## src/bwsh_isqrt.sv

```systemverilog
module bwsh_isqrt (
    input  logic        i_clk,
    input  logic        i_rst_n,
    input  logic        i_start,
    input  logic [63:0] i_value,
    output logic        o_done,
    output logic [31:0] o_root
);

    logic [63:0] r_val;
    logic [33:0] r_rem;
    logic [31:0] r_root;
    logic [5:0]  r_cnt;
    logic        r_busy;
    logic        r_done;
    logic [33:0] rem_sh;
    logic [33:0] trial;

    always_comb begin
        rem_sh = {r_rem[31:0], r_val[63:62]};
        trial = {r_root, 2'b01};
    end

    always_ff @(posedge i_clk) begin
        if (!i_rst_n) begin
            r_busy <= 1'b0;
            r_done <= 1'b0;
            r_cnt <= '0;
        end else if (i_start) begin
            r_busy <= 1'b1;
            r_done <= 1'b0;
            r_cnt <= '0;
        end else if (r_busy) begin
            r_cnt <= r_cnt + 6'd1;
            if (r_cnt == 6'd31) begin
                r_busy <= 1'b0;
                r_done <= 1'b1;
            end
        end
    end

    always_ff @(posedge i_clk) begin
        if (i_start) begin
            r_val <= i_value;
            r_rem <= '0;
            r_root <= '0;
        end else if (r_busy) begin
            r_val <= {r_val[61:0], 2'b00};
            if (rem_sh >= trial) begin
                r_rem <= rem_sh - trial;
                r_root <= {r_root[30:0], 1'b1};
            end else begin
                r_rem <= rem_sh;
                r_root <= {r_root[30:0], 1'b0};
            end
        end
    end

    assign o_done = r_done;
    assign o_root = r_root;

endmodule

```

## config.mk

```make
export PLATFORM = sky130hd
export DESIGN_NAME = bwsh_isqrt
export DESIGN_NICKNAME = d
export VERILOG_FILES = /design/src/bwsh_isqrt.sv
export SDC_FILE = /design/constraint.sdc
export NUM_CORES = 1
export LEC_CHECK = 0
export CAP_MARGIN = 0
export CELL_PAD_IN_SITES_DETAIL_PLACEMENT = 0
export CELL_PAD_IN_SITES_GLOBAL_PLACEMENT = 1
export CORE_MARGIN = 1
export CORE_UTILIZATION = 54
export DETAILED_ROUTE_END_ITERATION = 6
export DONT_BUFFER_PORTS = 1
export PLACE_DENSITY_LB_ADDON = 0.1
export SYNTH_ARGS = -nofsm -noshare
export SYNTH_HDL_FRONTEND = slang
export SYNTH_SLANG_ARGS = --single-unit
```

## constraint.sdc

```tcl
create_clock -name i_clk -period 6.87 [get_ports i_clk]
set_clock_uncertainty 0.1 [all_clocks]
set_input_delay 1.374 -clock i_clk [delete_from_list [all_inputs] [get_ports i_clk]]
set_output_delay 1.374 -clock i_clk [all_outputs]
set_load 0.01 [all_outputs]
```

==> summary.log <==
[clock_tree] total clock buffers created by CTS 17
[placed_design] dpl cells 857
[sta] final hold violations 0
[global_routing] number of antenna violations at the first check in global routing 0
[finish] fill cell total of the finished layout 1,104
[clock_tree] H-tree levels 4
[clock_tree] buffer type at the clock tree root sky130_fd_sc_hd__clkbuf_16
[worst_hold_path] worst hold-check path type register to register
[pwr] switching power total 0.907 mW
[clock_tree] clock tree buffer depth 2
[sta] RSZ-0062 raised after global routing no
[floorplan] # rows 42
[synthesis] number of nets in the synthesized netlist 820
[placed_design] I/O Buffers 0
[synthesis] Cell Area, Synth 0.00748 mm2
[synthesis] count of cell types in the netlist 66
[sta] worst hold margin 0.402 ns
[finish] leading cell types in the layout, fill and taps excluded 90 x sky130_fd_sc_hd__nor2_1, 71 x sky130_fd_sc_hd__dfxtp_1, 64 x sky130_fd_sc_hd__edfxtp_1, 63 x sky130_fd_sc_hd__mux2_2, 44 x sky130_fd_sc_hd__mux2i_1
[pwr] share of total power in sequential cells 34.2%
[clock_tree] clock-pin slew on the worst setup and hold paths 0.06 ns
[synthesis] predominant post-synthesis flop cell sky130_fd_sc_hd__dfxtp_1
[setup_path] Arrival @ worst endpoint 4.43 ns
[sta] Min Clock Period, post-route 4.19 ns
[pwr] switching share of power 31.7%
[routing] post-DR vias/cell 5.78
[clock_tree] clock sink count 136
[pwr] leakage power total 3.10 nW
[finish] share of cells above drive strength 1 16.3%
[pwr] proportion of power drawn by the clock network 35.9%
[placed_design] GP Congestion 0.910
[synthesis] number of enable-type register cells in the synthesized netlist 64
[setup_path] Critical Path Start Type register
[sta] headroom to the max-slew limit 45.2%
[floorplan] height of the chip 120 um
[synthesis] number of warning messages in the yosys log 0
[synthesis] cell accounting for the most synthesized area sky130_fd_sc_hd__edfxtp_1
[routing] wire length per cell after detailed routing 16.6 um
[floorplan] Ports 100
[routing] Post-Route WL 14,800 um
[run] max-cap violation count 0
[clock_tree] # hold bufs at CTS 0
[synthesis] number of storage elements in the synthesis netlist 136
[status] outcome completed
[sta] Worst Setup Slack, final 2.68 ns
[finish] post-layout net count 802
[synthesis] post-synth top area share 25.7%
[pwr] maximum vdd ir drop 0.000234 V
[sta] maximum operating frequency 0.239 GHz
[setup_path] crit-path max FO 29
[finish] synth-to-layout area growth 9.01%
[synthesis] post-synthesis sequential area ratio 44.9%
[routing] detailed-route DRC error count 0
[sta] number of pins exceeding their max-slew limit in the final report 0
[synthesis] share of synthesized registers carrying an async set or reset 0%
[setup_path] Crit Path Class register to register
[pwr] pwr/cell area 351 mW/mm2
[sta] slew at the pin with the worst max-slew slack 0.822 ns
[pwr] Cell Int Power 1.96 mW
[routing] vias after detailed routing 5,139
[sta] ratio of final minimum period to clock period 60.9%
[setup_path] Worst Setup End Kind register
[sta] setup tns final 0 ns
[synthesis] Syn Area/Cell 10.4 um2
[pwr] Gate power share 29.9%
[finish] count of placed standard cells in the final layout, fillers left out 889
[global_routing] largest net degree at the start of global routing 133
[routing] drt first-iter violations 324
[floorplan] CORE AREA 0.0134 mm2
[sta] final setup violation count 0
[synthesis] post-synthesis cell count 718
[finish] most common cell after layout, fill and taps aside sky130_fd_sc_hd__nor2_1
[clock_tree] Skew-Pair Late Insertion Delay 0.42 ns
[floorplan] die span in x 120 um
[clock_tree] number of setup buffers added after CTS 0
[synthesis] largest cells by area after synthesis sky130_fd_sc_hd__edfxtp_1 26%, sky130_fd_sc_hd__dfxtp_1 19%, sky130_fd_sc_hd__mux2_2 9.5%
[global_routing] number of global-route vias before repair 5,044
[floorplan] die outline area 0.0143 mm2
[global_routing] Global Route Usage Sum 21.5%
[placed_design] worst slack at placement 2.68 ns
[clock_tree] Resized Gates After CTS 0
[routing] detailed-routing iteration count for the pre-antenna-repair pass 5
[floorplan] initial core utilization 55.8%
[setup_path] CP required 7.12 ns
[placed_design] dpl hpwl 9940 um
[routing] number of nets still failing antenna checks after routing 0
[global_routing] aggregate global routing overflow 0
[global_routing] first-pass GRT wire length 24,300 um
[finish] antenna cells 0
[clock_tree] clock tree from TritonCTS yes
layout make-up:
class / instances / area (um2) / area share, %
clock inverters: 15 / 238 / 2.91
inverters: 40 / 150 / 1.84
well taps: 176 / 220 / 2.70
repair buffers: 3 / 22.5 / 0.276
multi-input cells: 502 / 3730 / 45.8
flip-flops and latches: 136 / 3370 / 41.3
clock buffers: 17 / 425 / 5.21
layer usage:
layer | wire length [um] | global-route usage [%]
met1 | 6570 | 25.6
met2 | 7090 | 35.7
met3 | 929 | 7.27
met4 | 194 | 8.13
met5 | 0 | 0
cell usage after synthesis, types with 3 or more instances:
master / n
sky130_fd_sc_hd__xnor2_1: 11
sky130_fd_sc_hd__a311oi_1: 4
sky130_fd_sc_hd__mux2i_1: 44
sky130_fd_sc_hd__o21bai_1: 6
sky130_fd_sc_hd__clkbuf_1: 18
sky130_fd_sc_hd__nand4_1: 9
sky130_fd_sc_hd__dfxtp_1: 72
sky130_fd_sc_hd__buf_4: 8
sky130_fd_sc_hd__xor2_1: 12
sky130_fd_sc_hd__buf_6: 6
sky130_fd_sc_hd__nor3_1: 9
sky130_fd_sc_hd__buf_1: 4
sky130_fd_sc_hd__nor2b_1: 9
sky130_fd_sc_hd__or3_1: 7
sky130_fd_sc_hd__a21oi_1: 40
sky130_fd_sc_hd__o211ai_1: 3
sky130_fd_sc_hd__o21ai_0: 21
sky130_fd_sc_hd__nand3_1: 7
sky130_fd_sc_hd__o31ai_1: 3
sky130_fd_sc_hd__a211oi_2: 3
sky130_fd_sc_hd__and2_1: 6
sky130_fd_sc_hd__a21o_1: 15
sky130_fd_sc_hd__edfxtp_1: 64
sky130_fd_sc_hd__a211oi_1: 22
sky130_fd_sc_hd__o21a_1: 5
sky130_fd_sc_hd__nand2b_1: 3
sky130_fd_sc_hd__nor2_1: 90
sky130_fd_sc_hd__a21oi_2: 3
sky130_fd_sc_hd__mux2_2: 63
sky130_fd_sc_hd__ha_1: 35
sky130_fd_sc_hd__inv_1: 40
sky130_fd_sc_hd__nand2_1: 28
sky130_fd_sc_hd__a31oi_1: 7
path summary, 6_finish.rpt:
path	from	end	slack, ns	cells past startpoint
min	r_rem[3]	r_rem[3]	0.40	2
max reg2reg	o_root[0]	r_rem[28]	2.68	12
max	o_root[0]	r_rem[28]	2.68	12
min reg2reg	r_rem[3]	r_rem[3]	0.40	2
worst max-delay path: stages, from the launching register on:
cell	delay [ns]
sky130_fd_sc_hd__dfxtp_1	0.44
sky130_fd_sc_hd__inv_1	0.07
sky130_fd_sc_hd__ha_1	0.33
sky130_fd_sc_hd__nor2b_1	0.17
sky130_fd_sc_hd__o31ai_1	0.40
sky130_fd_sc_hd__a21oi_2	0.18
sky130_fd_sc_hd__a31oi_4	0.30
sky130_fd_sc_hd__nand3_1	0.12
sky130_fd_sc_hd__a21oi_2	0.67
sky130_fd_sc_hd__buf_4	0.45
sky130_fd_sc_hd__inv_1	0.37
sky130_fd_sc_hd__a41o_1	0.30
sky130_fd_sc_hd__a211oi_2	0.20
power by group through the flow:
stage	Clock, mW	Combinational [mW]	Sequential, mW
5_1_grt	1.07	0.950	0.988
3_3_place_gp	0	0.839	0.995
2_1_floorplan	0	0.762	0.975
3_5_place_dp	0	0.851	0.996
4_1_cts	1.05	0.857	0.980
6_report	1.03	0.857	0.980
state kept, by name (all words and copies together), names as in the netlist:
register and cells:
o_done 1, o_root 32, r_busy 1, r_cnt 6
r_rem 32, r_val 64
cell families (layout without fill, tap and decap cells):
family,Yosys count,in the layout,synth area share (%)
simple gates,183,183,11.4
compound gates,154,154,14.6
flops,136,136,44.9
mux,107,107,15.4
buf+inv,80,75,5.15
fa+ha+maj,35,35,5.85
xor+xnor,23,23,2.69
through the flow:
stage	power (mW)	utilization, %	instance area, um2
floorplan	1.74	-	7480
global placement	1.83	55.9	7490
detailed placement	1.85	55.9	7490
CTS	2.89	60.9	8160
global route	3.01	60.9	8160
finish	2.86	60.9	8160
No activity file was read; power rests on OpenSTA's default activity.
